===== src/rtl/mctvf_pkg.sv =====
package mctvf_pkg;

  // parameter defaults
  localparam int CAM_COUNT_DEF     = 4;
  localparam int HISTORY_DEPTH_DEF = 8;

  // field widths
  localparam int CAM_W  = 2;
  localparam int TIME_W = 40;
  localparam int POS_W  = 16;
  localparam int VEL_W  = 21;
  localparam int AGE_W  = 8;
  localparam int AFF_W  = 8;
  localparam int SPAN_W = 32;

  // time offset from the oldest history entry, signed
  localparam int T_W = TIME_W + 1;

  // fit arithmetic: wide accumulator and multiplier operand widths,
  // sized for the deepest history
  localparam int ACC_W = 96;
  localparam int MB_W  = 48;

  localparam logic [AGE_W-1:0]  AGE_MAX        = 8'd255;
  localparam logic [AGE_W-1:0]  AGE_LOST       = 8'd1;
  localparam logic [AFF_W-1:0]  AFFINITY_RESET = 8'd30;
  localparam logic [SPAN_W-1:0] MAX_SPAN_RESET = 32'd266667;
  localparam logic [MB_W-1:0]   US_PER_S       = 48'd1000000;

  // input kinds
  localparam logic MODE_STORE = 1'b0;
  localparam logic MODE_FRAME = 1'b1;

  // configuration register indexes
  typedef enum logic [0:0] {
    REG_AFFINITY = 1'b0,
    REG_MAX_SPAN = 1'b1
  } reg_idx_t;

  // multiply and divide steps of the fit
  typedef enum logic [3:0] {
    ST_TT, ST_TX, ST_TY, ST_DA, ST_DB,
    ST_XA, ST_XB, ST_XS, ST_YA, ST_YB, ST_YS
  } step_t;

  typedef enum logic [3:0] {
    C_IDLE, C_CHECK, C_TERM, C_MGO, C_MWAIT, C_DCHK, C_DGO, C_DWAIT, C_OUT
  } ctrl_state_t;

  typedef struct packed {
    logic  store;
    logic  select;
    logic  clear;
    logic  term;
    logic  mul_start;
    logic  div_start;
    logic  load_out;
    step_t step;
  } dp_cmd_t;

  typedef struct packed {
    logic present;
    logic fit_ok;
    logic idx_last;
    logic den_pos;
    logic mul_done;
    logic div_done;
    logic out_free;
  } dp_status_t;

endpackage


===== src/rtl/mctvf_ctrl.sv =====
module mctvf_ctrl (
  input  logic                   clk,
  input  logic                   rst,
  input  logic                   in_valid,
  input  logic                   in_mode,
  output logic                   in_ready,
  input  mctvf_pkg::dp_status_t  status,
  output mctvf_pkg::dp_cmd_t     cmd
);

  mctvf_pkg::ctrl_state_t state, state_next;
  mctvf_pkg::step_t       step, step_next;

  // state and step registers
  always_ff @(posedge clk) begin
    if (rst) begin
      state <= mctvf_pkg::C_IDLE;
      step  <= mctvf_pkg::ST_TT;
    end else begin
      state <= state_next;
      step  <= step_next;
    end
  end

  // sequencing of one frame
  always_comb begin
    state_next    = state;
    step_next     = step;
    in_ready      = 1'b0;
    cmd           = '0;
    cmd.step      = step;
    unique case (state)
      mctvf_pkg::C_IDLE: begin
        in_ready = 1'b1;
        if (in_valid) begin
          if (in_mode == mctvf_pkg::MODE_STORE) begin
            cmd.store = 1'b1;
          end else begin
            cmd.select = 1'b1;
            state_next = mctvf_pkg::C_CHECK;
          end
        end
      end
      mctvf_pkg::C_CHECK: begin
        if (status.present && status.fit_ok) begin
          cmd.clear  = 1'b1;
          step_next  = mctvf_pkg::ST_TT;
          state_next = mctvf_pkg::C_TERM;
        end else begin
          state_next = mctvf_pkg::C_OUT;
        end
      end
      mctvf_pkg::C_TERM: begin
        cmd.term   = 1'b1;
        step_next  = mctvf_pkg::ST_TT;
        state_next = mctvf_pkg::C_MGO;
      end
      mctvf_pkg::C_MGO: begin
        cmd.mul_start = 1'b1;
        state_next    = mctvf_pkg::C_MWAIT;
      end
      mctvf_pkg::C_MWAIT: begin
        if (status.mul_done) begin
          state_next = mctvf_pkg::C_MGO;
          unique case (step)
            mctvf_pkg::ST_TT: step_next = mctvf_pkg::ST_TX;
            mctvf_pkg::ST_TX: step_next = mctvf_pkg::ST_TY;
            mctvf_pkg::ST_TY: begin
              if (status.idx_last) begin
                step_next = mctvf_pkg::ST_DA;
              end else begin
                state_next = mctvf_pkg::C_TERM;
              end
            end
            mctvf_pkg::ST_DA: step_next  = mctvf_pkg::ST_DB;
            mctvf_pkg::ST_DB: state_next = mctvf_pkg::C_DCHK;
            mctvf_pkg::ST_XA: step_next  = mctvf_pkg::ST_XB;
            mctvf_pkg::ST_XB: step_next  = mctvf_pkg::ST_XS;
            mctvf_pkg::ST_XS: state_next = mctvf_pkg::C_DGO;
            mctvf_pkg::ST_YA: step_next  = mctvf_pkg::ST_YB;
            mctvf_pkg::ST_YB: step_next  = mctvf_pkg::ST_YS;
            mctvf_pkg::ST_YS: state_next = mctvf_pkg::C_DGO;
            default:          state_next = mctvf_pkg::C_OUT;
          endcase
        end
      end
      mctvf_pkg::C_DCHK: begin
        if (status.den_pos) begin
          step_next  = mctvf_pkg::ST_XA;
          state_next = mctvf_pkg::C_MGO;
        end else begin
          state_next = mctvf_pkg::C_OUT;
        end
      end
      mctvf_pkg::C_DGO: begin
        cmd.div_start = 1'b1;
        state_next    = mctvf_pkg::C_DWAIT;
      end
      mctvf_pkg::C_DWAIT: begin
        if (status.div_done) begin
          if (step == mctvf_pkg::ST_XS) begin
            step_next  = mctvf_pkg::ST_YA;
            state_next = mctvf_pkg::C_MGO;
          end else begin
            state_next = mctvf_pkg::C_OUT;
          end
        end
      end
      mctvf_pkg::C_OUT: begin
        if (status.out_free) begin
          cmd.load_out = 1'b1;
          state_next   = mctvf_pkg::C_IDLE;
        end
      end
      default: state_next = mctvf_pkg::C_IDLE;
    endcase
  end

endmodule


===== config.mk =====
export PLATFORM = sky130hd
export DESIGN_NAME = mctvf_ctrl
export DESIGN_NICKNAME = d
export VERILOG_FILES = /design/src/rtl/mctvf_pkg.sv /design/src/rtl/mctvf_ctrl.sv
export SDC_FILE = /design/constraint.sdc
export NUM_CORES = 1
export LEC_CHECK = 0
export BUFFER_PORTS_ARGS = -buffer_cell sky130_fd_sc_hd__buf_2
export CELL_PAD_IN_SITES_DETAIL_PLACEMENT = 0
export CELL_PAD_IN_SITES_GLOBAL_PLACEMENT = 2
export CORE_MARGIN = 4
export CORE_UTILIZATION = 29
export CTS_BUF_LIST = sky130_fd_sc_hd__clkbuf_2
export DETAILED_ROUTE_END_ITERATION = 8
export GPL_ROUTABILITY_DRIVEN = 0
export PLACE_DENSITY = 0.84
export SLEW_MARGIN = 20
export SYNTH_ARGS = -nofsm -noshare
export SYNTH_HDL_FRONTEND = slang
export SYNTH_SLANG_ARGS = --single-unit

===== constraint.sdc =====
create_clock -name clk -period 1.46 [get_ports clk]
set_input_delay 0.292 -clock clk [delete_from_list [all_inputs] [get_ports clk]]
set_output_delay 0.292 -clock clk [all_outputs]
set_load 0.03 [all_outputs]

Yosys cells after proc, flatten, opt, wreduce, memory -nomap -nowiden --
Cells that the tools add are included.
Operators by class: $add $sub $neg 0, multipliers 0, div/mod/pow operators 0, magnitude comparators 0, eq/ne operators 28, shift-type cells 0, muxes and demuxes 31, bitwise gates (word level) 0, reductions and logical operators 8
Operators by type and width (number):
- $mux W4 | 14
- $pmux W4 S9 | 1
- $eq A4 B3 Y1 const B | 8
- $pmux W4 S8 | 1
- $pmux W4 S5 | 1
- $eq A4 B2 Y1 const B | 4
- $eq A4 B4 Y1 const B | 4
- $ne A2 B2 Y1 const B | 8
- $pmux W4 S4 | 1
- $mux W1 | 11
- $ne A9 B2 Y1 const B | 1
- $eq A4 B1 Y1 const B | 2
- $logic_not A4 Y1 | 2
- $reduce_and A8 Y1 | 1
- $reduce_or A7 Y1 | 1
- $reduce_and A5 Y1 | 1
- $reduce_bool A5 Y1 | 1
- $mux W2 | 2
- $ne A3 B3 Y1 const B | 1
- $reduce_or A2 Y1 | 1
- $logic_and A1 B1 Y1 | 1
Word-level totals: flip-flop bits (word level) 8, bits in latches 0, memory bits (writable) 0, ROM bits 0, input port bits 11, output and inout bits 12, memories kept 0

Depth between registers and ports, before layout --
Gate-level depths: netlist of run 1.
depth in word-level cells 5, gate-level depth with buffers 7, gate-level depth less buffers 5

Worst setup path before layout of run 1 --
OpenSTA, ideal clock, no wires.
kind register to output, start point register state[3], end point output cmd[10] (netlist bit), data arrival time 1.772 ns, data required time 1.168 ns, setup slack -0.604 ns, stages on the path, launching flop included 5, buffers on the path 1, cell sequence dfxtp_1 buf_2 nor4_2 nand2_1 nor2_1
RTL lines:
- from (decl) | RTL line mctvf_ctrl.sv:11 | mctvf_pkg::ctrl_state_t state, state_next;
- from (signal assigned) | RTL line mctvf_ctrl.sv:17 | state <= mctvf_pkg::C_IDLE;
- from (signal assigned) | RTL line mctvf_ctrl.sv:20 | state <= state_next;
- to (decl) | RTL line mctvf_ctrl.sv:8 | output mctvf_pkg::dp_cmd_t cmd

==> results of run 1 <==
==> final cells by class <==
cell class,instances,area (sq um),share of cell area
Clock buffer,3,15.0,0.00943
Inverter,3,13.8,0.00864
Multi-Input combinational cell,97,772,0.485
Sequential cell,8,183,0.115
Tap cell,31,38.8,0.0244
Timing Repair Buffer,70,571,0.358
==> routing by layer <==
metal	routed length, microns	up-vias
li1	-	561
met1	1400	568
met2	1610	29
met3	111	5
met4	27	0
met5	0	-
==> timing repair <==
| item | 4_1_cts | 5_1_grt |
|---|---|---|
| hold endpoints to repair | 0 | 0 |
| pin swaps | 5 | 12 |
| setup endpoints to repair | 16 | 16 |
| setup buffers | 1 | 11 |
| resized for setup | 28 | 35 |
==> worst min-delay path, cell delays in order <==
cell and delay, ps:
sky130_fd_sc_hd__buf_2 80, sky130_fd_sc_hd__nand2b_1 90, sky130_fd_sc_hd__a21oi_1 50
==> cells by family after synthesis <==
| family | count (synthesis) | synth area share |
|---|---|---|
| compound gates | 33 | 0.254 |
| xor+xnor | 1 | 0.0101 |
| buf+inv | 14 | 0.0884 |
| flops | 8 | 0.186 |
| mux | 4 | 0.0464 |
| simple gates | 59 | 0.416 |
==> power breakdown <==
part	switching (W)	leakage [nW]	internal (W)	total (W)
clock network	0.0000902	0.0125	0.0000560	0.000146
logic	0.000147	0.584	0.000161	0.000307
registers	0.0000110	0.0701	0.000217	0.000228
total	0.000248	0.667	0.000434	0.000682
==> state kept, by name, indices dropped and copies added, names as in the netlist <==
| name | cells |
|---|---|
| state | 4 |
| step | 4 |
==> placed cells by master (no fill, tap or decap), types with 2 or more instances in the layout <==
cell and instances:
sky130_fd_sc_hd__buf_6 22, sky130_fd_sc_hd__clkbuf_2 4, sky130_fd_sc_hd__buf_4 33, sky130_fd_sc_hd__mux2i_1 4, sky130_fd_sc_hd__or3_1 2, sky130_fd_sc_hd__nand2_1 8, sky130_fd_sc_hd__nand2_2 2, sky130_fd_sc_hd__nor4_4 3
sky130_fd_sc_hd__a21oi_1 8, sky130_fd_sc_hd__dfxtp_4 5, sky130_fd_sc_hd__nor2b_1 2, sky130_fd_sc_hd__nor3_2 2, sky130_fd_sc_hd__nand2b_1 6, sky130_fd_sc_hd__nor2_1 4, sky130_fd_sc_hd__nand3_1 3, sky130_fd_sc_hd__and3_1 2
sky130_fd_sc_hd__o31ai_1 2, sky130_fd_sc_hd__dfxtp_2 3, sky130_fd_sc_hd__inv_1 2, sky130_fd_sc_hd__nor3b_1 2, sky130_fd_sc_hd__nor3_1 4, sky130_fd_sc_hd__o21ai_0 5, sky130_fd_sc_hd__a31oi_1 3, sky130_fd_sc_hd__buf_2 14
sky130_fd_sc_hd__nor2_4 3, sky130_fd_sc_hd__o21ai_1 3, sky130_fd_sc_hd__a21o_1 2
==> final timing paths <==
check                               start  endpoint  slack [ps]  cells after the start
worst max-delay path             state[2]   cmd[10]        -290                      5
worst min-delay path            status[0]  state[3]         290                      3
worst max register to register    step[1]  state[1]         -50                      6
worst min register to register    step[0]   step[0]         670                      3
==> stage by stage <==
stage,utilization,instance area (sq um),worst slack [ps],cells
after floorplan,-,922,-205,119
after global placement,0.454,1270,-80.3,197
after detailed placement,0.454,1270,-147,197
after CTS,0.491,1380,-271,201
after global routing,0.568,1590,-329,212
final,0.568,1590,-287,212
==> impl_metrics.ini, run 1 <==
[outcome]
status = complete, but fails checks
violations = setup timing

[clock_network]
clkSlewWorstSetupHoldPaths_ps = 100
cts-root-to-sink-buffers = 2
tritoncts = done
cts_hold_repair.buffers = 0
clk_lat_worst_skew_ps = 250
cts_buffers = 3
clock_tree.htree_level_count = 1
clock_tree.root_cell = sky130_fd_sc_hd__clkbuf_2
cts.sinks = 8

[logic_synthesis]
synthesis.area_per_instance_sq_um = 7.25
synthesis.area_sq_um = 863
syn-num-nets = 130
synth.yosys.warnings = 0
yosysTopAreaCellShare = 0.186
synth.ff_latch_count = 8
post_synth_inst_count = 119
postSynth.topFlopCell = sky130_fd_sc_hd__dfxtp_1
synth_top_area_cell = sky130_fd_sc_hd__dfxtp_1
top_cells_by_area_in_the_synthesized_netlist = sky130_fd_sc_hd__dfxtp_1, sky130_fd_sc_hd__nand2_1, sky130_fd_sc_hd__a21oi_1
synth_enable_flop_cells = 0
synth_async_sr_flop_share = 0
yosysUniqueCellTypes = 44
synth.most_common_cell = sky130_fd_sc_hd__nand2_1
seq_area_frac_synth = 0.186
synth.top_cells.by_count = sky130_fd_sc_hd__nand2_1, sky130_fd_sc_hd__a21oi_1, sky130_fd_sc_hd__dfxtp_1, sky130_fd_sc_hd__nor2_1, sky130_fd_sc_hd__o21ai_0

[global_route]
met1_routing_resource_usage_after_global_routing = 0.175
grt_pass1_vias = 1064
global_route.usage.total = 0.143
initial_antenna_violation_count = 0
grt_use_met3 = 0.0216
grt-ovfl-total = 0
global_route.peak_usage_layer = met2
grt_start_max_net_pins = 13
global_route_met2_utilization = 0.253
grt_first_pass_wirelength_mm = 4.66

[sta]
max_clock_freq_mhz = 572
grt_setup_unrepaired = true
layout_worst_path_cycle_share = 1.20
report.final.hold_viol_count = 0
slew_violations = 0
period_needed_ps = 1750
worst_pin_slew_ps = 402
final.hold.worst_slack_ps = 293
timing.clock.skew_ps = 11.3
postLayoutSetupSlackWorst_ps = -287
timing.slew.headroom = 0.730
timing.final.setup_violations = 13
sum_neg_setup_slack_ps = -1390

[final_layout]
n_antenna_cell = 0
nFillCells = 256
area_growth_syn_to_layout_pct = 84.5
final_layout_size_suffix_gt1_frac = 0.580
num-nets-final = 194

[die]
io_pins = 23
die_w_microns = 62.6
row_count = 19
floorplan.die_area_sq_mm = 0.00391
die_height_microns = 62.6
fp.coreArea_sq_mm = 0.00281
floorplan.initialDensity = 0.308

[detailed_routing]
drt_iter0_drcs = 26
route.detailed.drc = 0
drt-wirelength-per-cell_microns = 14.9
detailroute.via_count = 1163
post_dr_vias_cell = 5.49
dr.pass1.iters = 5
routed_wirelength_mm = 3.15
ant_nets = 0

[run]
drv.max_cap_violation_count = 0

[pwr]
power-per-cell-area_mw_per_mm2 = 428
max-vdd-ir-drop_mv = 0.266
total_power_w = 0.000682
cellLeakagePower_nw = 0.667

[worst_setup_path]
critical_path_required_ps = 1170
cp.buffers_inverters = 2
crit_type = flip-flop to output port
crit_path_max_incr_delay_ps = 370
worst-endpoint-arrival_ps = 1460
critical_path.cell_chain = buf_6 -> nor4_4 -> nand2_1 -> nor2_4 -> buf_6
worst_path_dominant_cell_family = simple AND/OR/NAND/NOR gates
crit_path_max_fanout = 5
crit_path_max_delay_cell_type = sky130_fd_sc_hd__dfxtp_4
critical_path_capture_point_type = output port
cp_common_cell = sky130_fd_sc_hd__buf_6
start_kind = flip-flop

[placed_design]
place.port_buffers = 22
dp_hpwl_mm = 2.17

[min_path]
hold_path.class = input pin to flip-flop
No activity file was read; power rests on OpenSTA's default activity.
==> run 2: changes to the inputs <==
--- a/config.mk
+++ b/config.mk
@@ -9,11 +9,11 @@
 export CELL_PAD_IN_SITES_DETAIL_PLACEMENT = 0
 export CELL_PAD_IN_SITES_GLOBAL_PLACEMENT = 2
 export CORE_MARGIN = 4
-export CORE_UTILIZATION = 29
+export CORE_UTILIZATION = 26
 export CTS_BUF_LIST = sky130_fd_sc_hd__clkbuf_2
 export DETAILED_ROUTE_END_ITERATION = 8
 export GPL_ROUTABILITY_DRIVEN = 0
-export PLACE_DENSITY = 0.84
+export PLACE_DENSITY = 0.8
 export SLEW_MARGIN = 20
 export SYNTH_ARGS = -nofsm -noshare
 export SYNTH_HDL_FRONTEND = slang
==> constraint.sdc (replaced) <==
create_clock -name clk -period 1.6 [get_ports clk]
set_input_delay 0.32 -clock clk [delete_from_list [all_inputs] [get_ports clk]]
set_output_delay 0.32 -clock clk [all_outputs]
set_load 0.03 [all_outputs]
==> impl_metrics.ini, run 2 (synthesis gave the netlist of run 1 again) <==
[detailed_routing]
ant_nets = 0
drt_iter0_drcs = 61
dr.pass1.iters = 5
detailroute.via_count = 1120
routed_wirelength_mm = 3.09
post_dr_vias_cell = 5.09
drt-wirelength-per-cell_microns = 14.0
route.detailed.drc = 0

[global_route]
grt_pass1_vias = 1069
initial_antenna_violation_count = 0
grt_start_max_net_pins = 14
grt_first_pass_wirelength_mm = 4.80
grt-ovfl-total = 0
global_route.usage.total = 0.141

[sta]
worst_pin_slew_ps = 396
timing.final.setup_violations = 13
max_clock_freq_mhz = 577
period_needed_ps = 1730
slew_violations = 0
layout_worst_path_cycle_share = 1.08
sum_neg_setup_slack_ps = -710
grt_setup_unrepaired = true
postLayoutSetupSlackWorst_ps = -134
timing.slew.headroom = 0.733
timing.clock.skew_ps = 7.90
report.final.hold_viol_count = 0

[worst_setup_path]
worstRegToRegCells = 7
r2r-end = state[3]
crit_path_max_fanout = 4
crit_type = flip-flop to output port
critical_path_required_ps = 1280
worst-endpoint-arrival_ps = 1410
regToRegSetupSlack_ps = -60
start_kind = flip-flop
critical_path_capture_point_type = output port
worst_r2r_src = state[0]

[die]
row_count = 20
io_pins = 23
fp.coreArea_sq_mm = 0.00310
die_height_microns = 65.6
floorplan.die_area_sq_mm = 0.00431
floorplan.initialDensity = 0.278
die_w_microns = 65.6

[clock_network]
clock_tree.root_cell = sky130_fd_sc_hd__clkbuf_2
clk_lat_worst_skew_ps = 230
cts_hold_repair.buffers = 0
cts.sinks = 8
tritoncts = done
clock_tree.htree_level_count = 1
cts-root-to-sink-buffers = 2
cts_buffers = 3
clkSlewWorstSetupHoldPaths_ps = 70

[run]
drv.max_cap_violation_count = 0

[placed_design]
place.port_buffers = 22
place_worst_setup_slack_ps = -95.6
dp_hpwl_mm = 2.23
place_area_sq_mm = 0.00121

[final_layout]
area_growth_syn_to_layout_pct = 81.2
commonest_non_fill_non_tap_cells_in_the_layout = sky130_fd_sc_hd__buf_4, sky130_fd_sc_hd__buf_6, sky130_fd_sc_hd__buf_2
most_common_cell_after_layout_fill_and_taps_aside = sky130_fd_sc_hd__buf_4
leading_registers_by_flop_count = state (4), step (4)
postLayoutCellArea_sq_mm = 0.00156
num-nets-final = 189
n_antenna_cell = 0
final_layout_size_suffix_gt1_frac = 0.557

[pwr]
max-vdd-ir-drop_mv = 0.206
power-per-cell-area_mw_per_mm2 = 411
cellLeakagePower_nw = 0.641

[min_path]
worst_hold_path.num_cells = 3
whs_endpoint = state[3]
min-delay-start = status[0]
hold_path.class = input pin to flip-flop

[outcome]
violations = setup timing
status = complete, but fails checks
[run 2: cell count changes in the layout (fill, tap and decap cells not counted), sizes merged]
cell | previous run | this run
clkbuf | 4 | 3
buf | 69 | 65
[run 2: metal layers]
layer  global-route usage  part of all wire  vias up
met5                    0                 0        -
met3               0.0188             0.050        8
li1                     -                 -      546
met1                0.176              0.42      529
met4               0.0596             0.022        0
met2                0.240              0.51       37
[run 2: critical path, stage by stage (launching register included)]
cell	delay, ps
sky130_fd_sc_hd__dfxtp_4	360
sky130_fd_sc_hd__buf_6	120
sky130_fd_sc_hd__nor4_4	330
sky130_fd_sc_hd__nand2_1	140
sky130_fd_sc_hd__nor2_4	100
sky130_fd_sc_hd__buf_6	130
[run 2: how the worst max path moves through the flow]
stage	from	endpoint	slack, ps	cells past startpoint
after floorplan	state[1]	cmd[10]	-90	4
after global placement	state[0]	cmd[9]	-7	4
after detailed placement	state[0]	cmd[10]	-100	5
after CTS	state[1]	cmd[10]	-160	5
after global routing	state[0]	cmd[10]	-220	5
final	state[0]	cmd[10]	-130	5
[run 2: timing repair]
item,4_1_cts,5_1_grt
pin swaps,6,17
buffers inserted,8,7
gates cloned,0,0
endpoints found under the setup margin,12,16
endpoints found under the hold margin,0,0
gates resized for setup,26,34
[run 2: cell type report]
cell class,instances,area [sq um]
timing repair buffer,65,533
fill,316,1540
sequential,8,170
inverter,3,16.3
multi-input combinational,97,774
clock buffer,3,15.0
tap,44,55.1
[run 2: through the flow]
| step | total power (W) | utilization | instances | hold slack, ps |
|---|---|---|---|---|
| after global placement | 0.000412 | 0.389 | 202 | 596 |
| final | 0.000642 | 0.504 | 220 | 370 |
| after floorplan | 0.000340 | - | 119 | 497 |
| after detailed placement | 0.000416 | 0.389 | 202 | 606 |
| after CTS | 0.000585 | 0.443 | 213 | 336 |
| after global routing | 0.000682 | 0.504 | 220 | 365 |
[run 2: power by group]
part / internal, W / switching (W)
Sequential: 0.000203 / 0.00000659
Combinational: 0.000169 / 0.000147
Clock: 0.0000511 / 0.0000658
==> run 3: changes to the inputs <==
--- a/config.mk
+++ b/config.mk
@@ -18,3 +18,4 @@
 export SYNTH_ARGS = -nofsm -noshare
 export SYNTH_HDL_FRONTEND = slang
 export SYNTH_SLANG_ARGS = --single-unit
+export TNS_END_PERCENT = 10
==> impl_metrics.ini, run 3 (synthesis gave the netlist of run 1 again) <==
[final_layout]
commonest_non_fill_non_tap_cells_in_the_layout = sky130_fd_sc_hd__buf_4, sky130_fd_sc_hd__buf_2, sky130_fd_sc_hd__nand2_1
leading_registers_by_flop_count = state (4), step (4)
layout.core_utilization = 0.440
n_antenna_cell = 0
area.sequential_sq_um = 171
stdcell_count = 205
num-nets-final = 174
nFillCells = 345
final_layout_size_suffix_gt1_frac = 0.491
most_common_cell_after_layout_fill_and_taps_aside = sky130_fd_sc_hd__buf_4
area_growth_syn_to_layout_pct = 58.1
multi_input_area_sq_um = 726

[clock_network]
cts.sinks = 8
tritoncts = done
clk_lat_worst_skew_ps = 230
cts_buffers = 3
clock_tree.root_cell = sky130_fd_sc_hd__clkbuf_2
cts-root-to-sink-buffers = 2
cts_hold_repair.buffers = 0
clkSlewWorstSetupHoldPaths_ps = 70
clock_tree.htree_level_count = 1

[min_path]
min-delay-start = rst
hold_path.class = input pin to flip-flop

[worst_setup_path]
crit_path_max_fanout = 4
critical_path_required_ps = 1280
regToRegSetupSlack_ps = 60
worst_r2r_src = step[2]
start_kind = flip-flop
r2r-end = step[1]
worst-endpoint-arrival_ps = 1390
crit_type = flip-flop to output port
worstRegToRegCells = 5
critical_path_capture_point_type = output port
crit_end = cmd[10]
worstSetupStartpoint = state[3]

[die]
die_height_microns = 65.6
row_count = 20
floorplan.die_area_sq_mm = 0.00431
die_w_microns = 65.6
fp.coreArea_sq_mm = 0.00310
floorplan.initialDensity = 0.278
io_pins = 23

[sta]
grt_setup_unrepaired = true
max_clock_freq_mhz = 585
worst_pin_slew_ps = 351
timing.clock.skew_ps = 6.19
period_needed_ps = 1710
report.final.hold_viol_count = 0
sum_neg_setup_slack_ps = -271
final.hold.worst_slack_ps = 367
timing.slew.headroom = 0.764
postLayoutSetupSlackWorst_ps = -109
layout_worst_path_cycle_share = 1.07
timing.final.setup_violations = 5
slew_violations = 0

[global_route]
global_route.usage.total = 0.132
grt-ovfl-total = 0
grt_start_max_net_pins = 17
grt_first_pass_wirelength_mm = 4.51
grt_pass1_vias = 997
initial_antenna_violation_count = 0

[placed_design]
placedCellCount = 200
place.port_buffers = 22
dp_hpwl_mm = 2.13

[outcome]
violations = setup timing
status = complete, but fails checks

[detailed_routing]
drt_iter0_drcs = 42
routed_wirelength_mm = 2.77
post_dr_vias_cell = 4.98
dr.pass1.iters = 4
detailroute.via_count = 1020
route.detailed.drc = 0
drt-wirelength-per-cell_microns = 13.5
ant_nets = 0

[pwr]
max-vdd-ir-drop_mv = 0.260
cellLeakagePower_nw = 0.553
power-per-cell-area_mw_per_mm2 = 401

[run]
drv.max_cap_violation_count = 0
==> run 3: worst max-delay path: stages (launching register included) <==
cell and delay, ps:
sky130_fd_sc_hd__dfxtp_2 340, sky130_fd_sc_hd__buf_6 120, sky130_fd_sc_hd__nor4_4 310, sky130_fd_sc_hd__nand2_1 130, sky130_fd_sc_hd__nor2_4 120, sky130_fd_sc_hd__buf_6 130
==> run 3: area by class of cell <==
type | count | area share
clock buffers | 3 | 0.0110
inverters | 3 | 0.0101
flip-flops and latches | 8 | 0.126
multi-input cells | 97 | 0.532
well taps | 44 | 0.0403
repair buffers | 50 | 0.281
==> run 3: how the worst min path moves through the flow <==
stage,endpoint,slack (ps),cells past startpoint
2_1_floorplan,state[3],500,2
3_3_place_gp,state[3],610,3
3_5_place_dp,state[3],610,3
4_1_cts,state[3],350,3
5_1_grt,state[3],370,3
6_report,state[2],370,2
==> run 3: routing by layer <==
| metal | vias to the layer above | wire [microns] | global-route usage |
|---|---|---|---|
| met3 | 2 | 124 | 0.0239 |
| met5 | - | 0 | 0 |
| li1 | 521 | - | - |
| met2 | 25 | 1320 | 0.214 |
| met1 | 472 | 1320 | 0.174 |
| met4 | 0 | 10 | 0.0440 |
==> run 3: where the power goes <==
part | internal (W) | total [W] | leakage [nW] | switching (W)
clock network | 0.0000512 | 0.000119 | 0.0125 | 0.0000679
registers | 0.000201 | 0.000211 | 0.0676 | 0.00000955
logic | 0.000101 | 0.000217 | 0.473 | 0.000116
==> run 3: metrics by stage <==
| step | worst slack [ps] | power [W] | instance area, sq um |
|---|---|---|---|
| finish | -109 | 0.000547 | 1370 |
| global route | -208 | 0.000585 | 1370 |
| CTS | -128 | 0.000529 | 1260 |
| detailed placement | 22.3 | 0.000403 | 1190 |
| global placement | 32.1 | 0.000402 | 1190 |
| floorplan | -106 | 0.000337 | 887 |
==> run 3: timing repair <==
action / in CTS / in global routing
pin swaps: 3 / 7
setup endpoints to repair: 8 / 15
resized for setup: 15 / 28
buffers inserted: 1 / 1
